**src/rtl/vcdac_pkg.sv**
```systemverilog
// ----------------------------------------------------------------------------
// vcdac_pkg - video control and palette dac definitions
// Word formats, action and register codes, mode table and reset values.
// ----------------------------------------------------------------------------
package vcdac_pkg;

  localparam int PALETTE_DEPTH = 256;
  localparam int PAL_AW        = $clog2(PALETTE_DEPTH);

  // actions
  localparam logic [2:0] ACT_CTRL_RD = 3'd0;
  localparam logic [2:0] ACT_CTRL_WR = 3'd1;
  localparam logic [2:0] ACT_DAC_RD  = 3'd2;
  localparam logic [2:0] ACT_DAC_WR  = 3'd3;
  localparam logic [2:0] ACT_LOOKUP  = 3'd4;

  // control register offsets
  localparam logic [2:0] CTRL_MODE    = 3'd0;
  localparam logic [2:0] CTRL_DEPTH   = 3'd1;
  localparam logic [2:0] CTRL_MONITOR = 3'd2;
  localparam logic [2:0] CTRL_TEST    = 3'd3;

  // dac register offsets
  localparam logic [1:0] DAC_ADDR = 2'd0;
  localparam logic [1:0] DAC_DATA = 2'd1;
  localparam logic [1:0] DAC_CTRL = 2'd2;
  localparam logic [1:0] DAC_KEY  = 2'd3;

  // palette component lanes
  localparam logic [1:0] LANE_RED   = 2'd0;
  localparam logic [1:0] LANE_GREEN = 2'd1;
  localparam logic [1:0] LANE_BLUE  = 2'd2;

  // depth codes
  localparam logic [2:0] DEPTH_1BPP  = 3'd0;
  localparam logic [2:0] DEPTH_2BPP  = 3'd1;
  localparam logic [2:0] DEPTH_4BPP  = 3'd2;
  localparam logic [2:0] DEPTH_8BPP  = 3'd3;
  localparam logic [2:0] DEPTH_16BPP = 3'd4;

  // mode ids
  localparam logic [4:0] MODE_512X384 = 5'h02;
  localparam logic [4:0] MODE_640X480 = 5'h06;
  localparam logic [4:0] MODE_640X870 = 5'h01;
  localparam logic [4:0] MODE_832X624 = 5'h09;
  localparam logic [4:0] MODE_640X480_LOW = 5'h0b;

  localparam logic [7:0] MODE_MASK  = 8'h9f;
  localparam logic [7:0] MODE_RESET = 8'h9f;
  localparam logic [3:0] DRIVE_MASK = 4'hf;
  localparam logic [3:0] DRIVE_RESET = 4'h8;
  localparam logic [2:0] SENSE_RESET = 3'd6;

  typedef struct packed {
    logic [2:0] action;
    logic [2:0] reg_offset;
    logic [7:0] write_data;
    logic [7:0] pixel_value;
  } in_word_t;

  typedef struct packed {
    logic [7:0]  read_data;
    logic        display_enabled;
    logic [9:0]  frame_width;
    logic [9:0]  frame_height;
    logic [4:0]  bits_per_pixel;
    logic [10:0] stride_bytes;
    logic [23:0] pixel_rgb;
  } out_word_t;

  // result fields produced by the register block, colour comes from the palette
  typedef struct packed {
    logic [7:0]  read_data;
    logic        display_enabled;
    logic [9:0]  frame_width;
    logic [9:0]  frame_height;
    logic [4:0]  bits_per_pixel;
    logic [10:0] stride_bytes;
    logic        lookup;
  } res_t;

  typedef struct packed {
    logic              en;
    logic [PAL_AW-1:0] addr;
    logic [1:0]        lane;
    logic [7:0]        data;
  } pal_wr_t;

  typedef struct packed {
    logic              en;
    logic [PAL_AW-1:0] addr;
  } pal_rd_t;

  typedef struct packed {
    logic       known;
    logic       deep;
    logic [9:0] width;
    logic [9:0] height;
  } mode_info_t;

  function automatic mode_info_t mode_decode(input logic [4:0] id);
    mode_info_t mi;
    mi = '0;
    unique case (id)
      MODE_512X384: begin
        mi = '{known: 1'b1, deep: 1'b1, width: 10'd512, height: 10'd384};
      end
      MODE_640X480: begin
        mi = '{known: 1'b1, deep: 1'b1, width: 10'd640, height: 10'd480};
      end
      MODE_640X870: begin
        mi = '{known: 1'b1, deep: 1'b0, width: 10'd640, height: 10'd870};
      end
      MODE_832X624: begin
        mi = '{known: 1'b1, deep: 1'b0, width: 10'd832, height: 10'd624};
      end
      MODE_640X480_LOW: begin
        mi = '{known: 1'b1, deep: 1'b0, width: 10'd640, height: 10'd480};
      end
      default: mi = '0;
    endcase
    return mi;
  endfunction

endpackage

```
**src/rtl/vcdac_regs.sv**
```systemverilog
// ----------------------------------------------------------------------------
// vcdac_regs - control and dac register file
// Executes bus operations, decodes the display geometry and issues palette
// reads and component writes.
// ----------------------------------------------------------------------------
module vcdac_regs import vcdac_pkg::*; (
  input  logic       clk,
  input  logic       rst,
  input  logic       accept,
  input  in_word_t   item,
  input  logic       cfg_wr_en,
  input  logic [2:0] cfg_wr_data,
  output res_t       res,
  output pal_wr_t    pal_wr,
  output pal_rd_t    pal_rd
);

  logic [2:0]        monitor_sense;
  logic [7:0]        mode_reg, mode_reg_next;
  logic [2:0]        depth_reg, depth_reg_next;
  logic [3:0]        drive_reg, drive_reg_next;
  logic              test_bit, test_bit_next;
  logic [PAL_AW-1:0] pointer, pointer_next;
  logic [1:0]        component, component_next;
  logic [7:0]        dac_ctrl, dac_ctrl_next;
  logic [7:0]        color_key, color_key_next;

  logic [2:0]  sense_eff;
  logic [7:0]  rd;
  logic        wr_en;
  mode_info_t  mi;
  logic        on;
  logic [13:0] line_bits;
  logic [7:0]  pix_idx;

  assign sense_eff = drive_reg[3] ? monitor_sense : (monitor_sense & drive_reg[2:0]);

  always_comb begin
    mode_reg_next  = mode_reg;
    depth_reg_next = depth_reg;
    drive_reg_next = drive_reg;
    test_bit_next  = test_bit;
    pointer_next   = pointer;
    component_next = component;
    dac_ctrl_next  = dac_ctrl;
    color_key_next = color_key;
    rd             = '0;
    wr_en          = 1'b0;
    unique case (item.action)
      ACT_CTRL_RD: begin
        unique case (item.reg_offset)
          CTRL_MODE:    rd = mode_reg;
          CTRL_DEPTH:   rd = {5'd0, depth_reg};
          CTRL_MONITOR: rd = {1'b0, sense_eff, drive_reg};
          CTRL_TEST:    rd = {7'd0, test_bit};
          default:      rd = '0;
        endcase
      end
      ACT_CTRL_WR: begin
        unique case (item.reg_offset)
          CTRL_MODE:    mode_reg_next  = item.write_data & MODE_MASK;
          CTRL_DEPTH:   depth_reg_next = item.write_data[2:0];
          CTRL_MONITOR: drive_reg_next = item.write_data[3:0] & DRIVE_MASK;
          CTRL_TEST:    test_bit_next  = item.write_data[0];
          default:      ;
        endcase
      end
      ACT_DAC_RD: begin
        if (item.reg_offset[1:0] == DAC_CTRL) rd = dac_ctrl;
      end
      ACT_DAC_WR: begin
        unique case (item.reg_offset[1:0])
          DAC_ADDR: begin
            pointer_next   = item.write_data;
            component_next = LANE_RED;
          end
          DAC_DATA: begin
            wr_en = 1'b1;
            // blue completes the entry and steps the pointer
            if (component >= LANE_BLUE) begin
              component_next = LANE_RED;
              pointer_next   = pointer + 1'b1;
            end else begin
              component_next = component + 1'b1;
            end
          end
          DAC_CTRL: dac_ctrl_next  = item.write_data;
          DAC_KEY:  color_key_next = item.write_data;
          default:  ;
        endcase
      end
      default: ;
    endcase
  end

  // geometry reflects the state after this word's action
  always_comb begin
    mi = mode_decode(mode_reg_next[4:0]);
    on = mi.known && !mode_reg_next[7] && (depth_reg_next < DEPTH_16BPP ||
         (depth_reg_next == DEPTH_16BPP && mi.deep));
    line_bits = {4'd0, mi.width} << depth_reg_next;
    res.read_data       = rd;
    res.display_enabled = on;
    res.frame_width     = on ? mi.width : '0;
    res.frame_height    = on ? mi.height : '0;
    res.bits_per_pixel  = on ? (5'd1 << depth_reg_next) : '0;
    res.stride_bytes    = on ? line_bits[13:3] : '0;
    res.lookup          = on && item.action == ACT_LOOKUP && depth_reg_next < DEPTH_16BPP;
  end

  always_comb begin
    unique case (depth_reg_next)
      DEPTH_1BPP: pix_idx = item.pixel_value[0] ? 8'd127 : 8'd255;
      DEPTH_2BPP: pix_idx = {item.pixel_value[1:0], 6'h3f};
      DEPTH_4BPP: pix_idx = {item.pixel_value[3:0], 4'hf};
      default:    pix_idx = item.pixel_value;
    endcase
  end

  assign pal_rd.en   = accept && res.lookup;
  assign pal_rd.addr = pix_idx[PAL_AW-1:0];
  assign pal_wr.en   = accept && wr_en;
  assign pal_wr.addr = pointer;
  assign pal_wr.lane = component;
  assign pal_wr.data = item.write_data;

  always_ff @(posedge clk) begin
    if (rst) begin
      monitor_sense <= SENSE_RESET;
      mode_reg      <= MODE_RESET;
      depth_reg     <= DEPTH_1BPP;
      drive_reg     <= DRIVE_RESET;
      test_bit      <= 1'b0;
      pointer       <= '0;
      component     <= LANE_RED;
      dac_ctrl      <= '0;
      color_key     <= '0;
    end else begin
      if (cfg_wr_en) monitor_sense <= cfg_wr_data;
      if (accept) begin
        mode_reg  <= mode_reg_next;
        depth_reg <= depth_reg_next;
        drive_reg <= drive_reg_next;
        test_bit  <= test_bit_next;
        pointer   <= pointer_next;
        component <= component_next;
        dac_ctrl  <= dac_ctrl_next;
        color_key <= color_key_next;
      end
    end
  end

endmodule

```
**config.mk**
```make
export PLATFORM = sky130hd
export DESIGN_NAME = vcdac_regs
export DESIGN_NICKNAME = d
export VERILOG_FILES = /design/src/rtl/vcdac_pkg.sv /design/src/rtl/vcdac_regs.sv
export SDC_FILE = /design/constraint.sdc
export NUM_CORES = 1
export LEC_CHECK = 0
export BUFFER_PORTS_ARGS = -buffer_cell sky130_fd_sc_hd__clkbuf_2
export CORE_MARGIN = 4
export CORE_UTILIZATION = 45
export CTS_CLUSTER_SIZE = 28
export DETAILED_ROUTE_END_ITERATION = 10
export GPL_TIMING_DRIVEN = 0
export MAX_ROUTING_LAYER = met4
export PLACE_DENSITY_LB_ADDON = 0.2
export SYNTH_ARGS = -nofsm -noshare
export SYNTH_HDL_FRONTEND = slang
export SYNTH_SLANG_ARGS = --single-unit
```
**constraint.sdc**
```tcl
create_clock -name clk -period 1.9 [get_ports clk]
set_input_delay 0.19 -clock clk [delete_from_list [all_inputs] [get_ports clk]]
set_output_delay 0.19 -clock clk [all_outputs]
set_load 0.02 [all_outputs]
```
==> results of run 1 <==
==> layout make-up <==
type,count,area [um2],share of cell area
clock inverter,1,5.00,0.00120
multi-input combinational,271,2090,0.503
buffer,42,302,0.0724
inverter,9,33.8,0.00812
timing repair buffer,120,836,0.201
tap,75,93.8,0.0225
sequential,35,717,0.172
clock buffer,6,82.6,0.0198
==> worst reg2reg max path: stages (launching register included) <==
cell and delay (ns):
dfxtp_1 0.37, ha_1 0.25, and3_1 0.21, and3_1 0.20
a22o_1 0.18, a22oi_1 0.18, nor2_1 0.07
==> metrics by stage <==
| stage | instance area [um2] | utilization |
|---|---|---|
| floorplan | 3000 | - |
| global placement | 3540 | 0.594 |
| detailed placement | 3540 | 0.594 |
| CTS | 3920 | 0.657 |
| global route | 4160 | 0.699 |
| finish | 4160 | 0.699 |
==> layer usage <==
metal / GRT usage / share of wire
met1: 0.288 / 0.41
met2: 0.389 / 0.48
met3: 0.0333 / 0.080
met4: 0.0977 / 0.023
met5: - / 0
==> kinds of logic after synthesis <==
| logic type | share of synthesized area |
|---|---|
| AOI/OAI and AO/OA | 0.205 |
| and+or+nand+nor | 0.288 |
| muxes | 0.122 |
| xor gates and xnor gates | 0.0127 |
| buffers and inverters | 0.113 |
| DFF | 0.253 |
| other | 0.00135 |
| adders and majority gates | 0.00452 |
==> placed cells by master (no fill, tap or decap), drive strengths merged, types with 3 or more instances in the layout <==
cell type	count
a21oi	15
and3	9
buf	91
inv	9
nand3	6
nor3b	6
nor4b	4
nor3	9
nand2	17
a211o	10
and2	5
or2	4
nand2b	7
conb	11
nor2	55
or3	3
a22oi	8
o21ai	17
a22o	3
a211oi	6
dfxtp	35
nor2b	7
clkbuf	77
mux2i	29
==> worst paths after layout <==
path	startpoint	to	slack, ns	cells after the start
setup / recovery	mode_reg[0]	res[23]	-0.38	8
hold / removal	cfg_wr_data[1]	monitor_sense[1]	0.10	2
setup reg to reg	pointer[0]	pointer[6]	0.32	6
hold reg to reg	dac_ctrl[1]	dac_ctrl[1]	0.50	2
==> power by group through the flow <==
| stage | Combinational (uW) | Clock (uW) | Sequential, uW |
|---|---|---|---|
| after floorplan | 282 | 0 | 777 |
| after global placement | 398 | 0 | 778 |
| after detailed placement | 401 | 0 | 779 |
| after CTS | 431 | 557 | 759 |
| after global routing | 503 | 584 | 760 |
| final | 469 | 544 | 758 |
==> repair_timing <==
action                                  CTS  global route
gates resized for setup                  47            73
setup buffers                            15            17
pin swaps                                10            12
endpoints found under the setup margin   36            39
==> reports/qor.yml, run 1 <==
timing:
  drv_slew: 0
  maxSlewHeadroom: 0.601
  hold_slack_ns: 0.105
  max_clock_freq_mhz: 438
  setup_total_negative_slack_ns: -6.30
  final-hold-violation-count: 0
  post-route-min-period_ns: 2.28
  fin_crit_sh: 1.20
  final.setup.worst_slack_ns: -0.382
  skew_ns: 0.00307
  rsz0062_at_grt: "true"
  total_setup_violations_reported_at_the_end_of_the_flow: 32
  tightest_slew_ns: 0.598
finish:
  final_layout_size_suffix_gt1_frac: 0.452
  layout.cells.non_filler: 559
  finalNetCount: 514
  num_antenna_cells: 0
  layout_area_growth_over_synthesis_pct: 50.3
  total_of_fill_cells_in_the_finished_design: 463
pwr:
  switching_share: 0.305
  power.leakage_uw: 0.00185
  pwr-share-comb: 0.265
  vdd_ir_drop_max_mv: 0.473
  p_seq_frac: 0.428
  clkPwrFrac: 0.307
  pwr_density_cell_nw_per_um2: 426
  power.total_uw: 1770
  power_switching_uw: 540
  internal_power_uw: 1230
yosys:
  synth_area_leader_cell: "dfxtp_1"
  syn-cell-area_um2: 2770
  ys_seq_elements: 35
  yosys.cell_count.top_type: "nor2_1"
  netlist-cell-type-count: 62
  synth-main-ff-cell: "dfxtp_1"
  synth.top_cells.by_area: "dfxtp_1, mux2i_1, nor2_1, buf_4, a211o_1"
  postSynthAreaPerCell_um2: 7.91
  yosysSeqAreaShare: 0.253
  postSynth.asyncResetShare: 0
  synthDominantCellAreaShare: 0.253
  synth-edff-count: 0
  ys_warn_count: 0
  synthTopCellsByCount: "nor2_1, dfxtp_1, mux2i_1"
  synthCells: 350
global_routing:
  grt_pass1_vias: 2884
  pin_count_of_the_biggest_net_entering_global_routing: 11
  first_pass_grt_wire_length_um: 13700
  gr-usage-all-layers: 0.236
  grt_antenna_before_repair: 0
  overflow: 0
placed_design:
  detailedPlacementHpwl_um: 6300
  place.gp.congestion: 0.884
  io_buffer_count: 88
  placed_cells: 523
  detailedPlace.worstSlack_ns: -0.567
floorplanning:
  die_width_um: 86.4
  initial_util: 0.465
  io-pin-count: 103
  core.rowCount: 28
  die-height_um: 86.4
  coreArea_um2: 5960
  die_area_um2: 7470
cts:
  clk_root_buffer_cell: "clkbuf_8"
  cts.reportedPaths.clkPinSlew_ns: 0.07
  maximum_buffer_depth_of_the_clock_tree: 2
  clock_sink_count: 35
  clock_tree_from_tritoncts: "done"
  cts-buffers-inserted: 5
  holdBufCountCts: 0
  insertion_delay_ns: 0.29
  h_tree_depth_reported_by_cts: 2
worst_setup_path:
  timing.critical_path.from_type: "flop"
  crit_slowest_cell: "dfxtp_4"
  category_of_the_most_critical_setup_path: "reg2out"
  crit_path_max_fanout: 8
  cells_traversed_along_the_worst_timing_path: "nor4b_2 > o21ai_1 > a22oi_2 > buf_4 > o21ai_4 > a21oi_4 > buf_6 > clkbuf_2"
  worstPathArrival_ns: 2.09
  endpoint_kind: "primary output"
  critPathTopFamily: "compound AO/OA/AOI/OAI gates"
  cp.required_ns: 1.71
  timing.critical_path.buf_inv: 3
  worst_path_largest_cell_delay_ns: 0.37
routing:
  vias: 3087
  routed_wire_length_per_instance_um: 16.2
  drc: 0
  detail_route.first_pass.iterations: 4
  antenna_viol_nets_final: 0
  first_iter_violations: 161
  number_of_vias_per_cell: 5.52
  detail_route.wirelength_um: 9040
worst_hold_path:
  min-delay-path-class: "in2reg"
flow_run:
  max_cap_viol_count: 0
run_status:
  failed_checks: "negative setup slack"
  status: "finished, violations left"
(Power assumes the default switching activity.)
==> run 2, diff against run 1 <==
--- a/config.mk
+++ b/config.mk
@@ -15,2 +15,3 @@
 export PLACE_DENSITY_LB_ADDON = 0.2
+export REMOVE_ABC_BUFFERS = 1
 export SYNTH_ARGS = -nofsm -noshare
--- a/constraint.sdc
+++ b/constraint.sdc
@@ -3,2 +3,2 @@
 set_output_delay 0.19 -clock clk [all_outputs]
-set_load 0.02 [all_outputs]
+set_load 0.005 [all_outputs]
==> run 2 against run 1 <==
Effect of this change: the run still ends with negative setup slack left; sequential power is essentially flat; maximum frequency grew 1.3%; die area is the same; critical path type unchanged; flip-flop and latch count is the same; highest routed layer unchanged; clock-buffer cell count grew 1.
==> reports/qor.yml, run 2 (synthesis results as in run 1) <==
timing:
  max_clock_freq_mhz: 444  # was 438 MHz
  skew_ns: 0.00649  # was 0.00307 ns
  post-route-min-period_ns: 2.25  # was 2.28 ns
  final-hold-violation-count: 0  # unchanged
  maxSlewHeadroom: 0.478  # was 0.601
  final.setup.worst_slack_ns: -0.353  # was -0.382 ns
  fin_crit_sh: 1.19  # was 1.20
  tightest_slew_ns: 0.783  # was 0.598 ns
  total_setup_violations_reported_at_the_end_of_the_flow: 30  # was 32
  drv_slew: 0  # unchanged
  rsz0062_at_grt: "true"  # unchanged
cts:
  cts.reportedPaths.clkPinSlew_ns: 0.07  # about the same
  clock_sink_count: 35  # unchanged
  clk_root_buffer_cell: "clkbuf_8"  # unchanged
  maximum_buffer_depth_of_the_clock_tree: 2  # unchanged
  holdBufCountCts: 0  # unchanged
  h_tree_depth_reported_by_cts: 2  # unchanged
  cts-buffers-inserted: 5  # unchanged
  clock_tree_from_tritoncts: "done"  # unchanged
  insertion_delay_ns: 0.29  # about the same
placed_design:
  detailedPlacementHpwl_um: 5630  # was 6300 um
  detailedPlace.worstSlack_ns: -0.583  # was -0.567 ns
  placed_cell_area_um2: 3080  # was 3540 um2
  placed_cells: 481  # was 523
  place.gp.congestion: 0.864  # was 0.884
  io_buffer_count: 91  # was 88
pwr:
  pwr-share-comb: 0.228  # was 0.265
  power_switching_uw: 506  # was 540 uW
  switching_share: 0.303  # was 0.305
  clkPwrFrac: 0.318  # was 0.307
  power.leakage_uw: 0.00171  # was 0.00185 uW
  internal_power_uw: 1160  # was 1230 uW
  power.total_uw: 1670  # was 1770 uW
  p_seq_frac: 0.454  # was 0.428
  pwr_density_cell_nw_per_um2: 434  # was 426 nW/um2
  vdd_ir_drop_max_mv: 0.415  # was 0.473 mV
finish:
  final_layout_size_suffix_gt1_frac: 0.446  # was 0.452
  layout_common_cells: "clkbuf_2, nor2_1, dfxtp_1"  # was buf_4, clkbuf_2, nor2_1
  finalNetCount: 477  # was 514
  final_cell_area_um2: 3850  # was 4160 um2
  num_antenna_cells: 0  # unchanged
  layout_area_growth_over_synthesis_pct: 39.0  # was 50.3%
  layout.cells.non_filler: 523  # was 559
  mostFrequentLayoutCell: "clkbuf_2"  # was buf_4
floorplanning:
  die-height_um: 86.4  # unchanged
  initial_util: 0.465  # unchanged
  die_area_um2: 7470  # unchanged
  core.rowCount: 28  # unchanged
  coreArea_um2: 5960  # unchanged
  io-pin-count: 103  # unchanged
  die_width_um: 86.4  # unchanged
worst_setup_path:
  timing.critical_path.from_type: "flop"  # unchanged
  category_of_the_most_critical_setup_path: "reg2out"  # unchanged
  endpoint_kind: "primary output"  # unchanged
  r2r_cells: 6  # unchanged
  worstPathArrival_ns: 2.06  # was 2.09 ns
  cp.required_ns: 1.71  # about the same
  crit_path_max_fanout: 6  # was 8
worst_hold_path:
  whs_path_depth: 2  # unchanged
  min-delay-path-class: "in2reg"  # unchanged
routing:
  first_iter_violations: 328  # was 161
  detail_route.wirelength_um: 8950  # was 9040 um
  vias: 2987  # was 3,087
  number_of_vias_per_cell: 5.71  # was 5.52
  detail_route.first_pass.iterations: 5  # was 4
  antenna_viol_nets_final: 0  # unchanged
  drc: 0  # unchanged
  routed_wire_length_per_instance_um: 17.1  # was 16.2 um
global_routing:
  grt_antenna_before_repair: 0  # unchanged
  overflow: 0  # unchanged
  pin_count_of_the_biggest_net_entering_global_routing: 36  # was 11
  first_pass_grt_wire_length_um: 13300  # was 13,700 um
  gr-usage-all-layers: 0.228  # was 0.236
  grt_pass1_vias: 2673  # was 2,884
run_status:
  failed_checks: "negative setup slack"  # unchanged
  status: "finished, violations left"  # unchanged
flow_run:
  max_cap_viol_count: 0  # unchanged
run 2: power groups by stage:
stage | clock network, uW | registers [uW] | logic [uW]
2_1_floorplan | 0 | 774 | 148
3_3_place_gp | 0 | 778 | 284
3_5_place_dp | 0 | 778 | 289
4_1_cts | 542 | 758 | 340
5_1_grt | 579 | 761 | 407
6_report | 532 | 759 | 380
run 2: metrics by stage:
| stage | util | setup TNS (ns) | hold WS (ns) |
|---|---|---|---|
| after floorplan | - | 0 | 0.259 |
| after global placement | 0.517 | -17.71 | 0.397 |
| after detailed placement | 0.517 | -19.01 | 0.411 |
| after CTS | 0.602 | -2.23 | 0.111 |
| after global routing | 0.646 | -8.07 | 0.112 |
| final | 0.646 | -5.99 | 0.114 |
run 2: per-layer routing:
metal / routed length (um) / GRT usage
met1: 3840 / 0.296
met2: 4410 / 0.359
met3: 533 / 0.0428
met4: 174 / 0.0722
met5: 0 / -
run 2: area by class of cell:
type | count | area, um2
clock buffers | 7 | 76.3
multi-input cells | 272 | 2130
clock inverters | 1 | 5.00
well taps | 75 | 93.8
repair buffers | 124 | 793
inverters | 9 | 33.8
flip-flops and latches | 35 | 718
fillers | 475 | 2110
run 2: worst max-delay path: stages (launching register included):
cell and delay [ns]:
dfxtp_4 0.36, or4bb_1 0.53, o21ai_2 0.11, a2bb2oi_4 0.11, or3b_4 0.41, a21oi_2 0.12, buf_2 0.13
run 2: final timing paths:
path	from	to	slack (ns)
setup / recovery	mode_reg[3]	res[6]	-0.35
hold / removal	cfg_wr_data[1]	monitor_sense[1]	0.11
setup reg to reg	pointer[0]	pointer[6]	0.34
hold reg to reg	dac_ctrl[5]	dac_ctrl[5]	0.50
run 2: repair_timing:
item,4_1_cts,5_1_grt
pin swaps,10,20
setup endpoints to repair,45,45
setup buffers,19,14
gates resized for setup,59,62
cloned,1,0
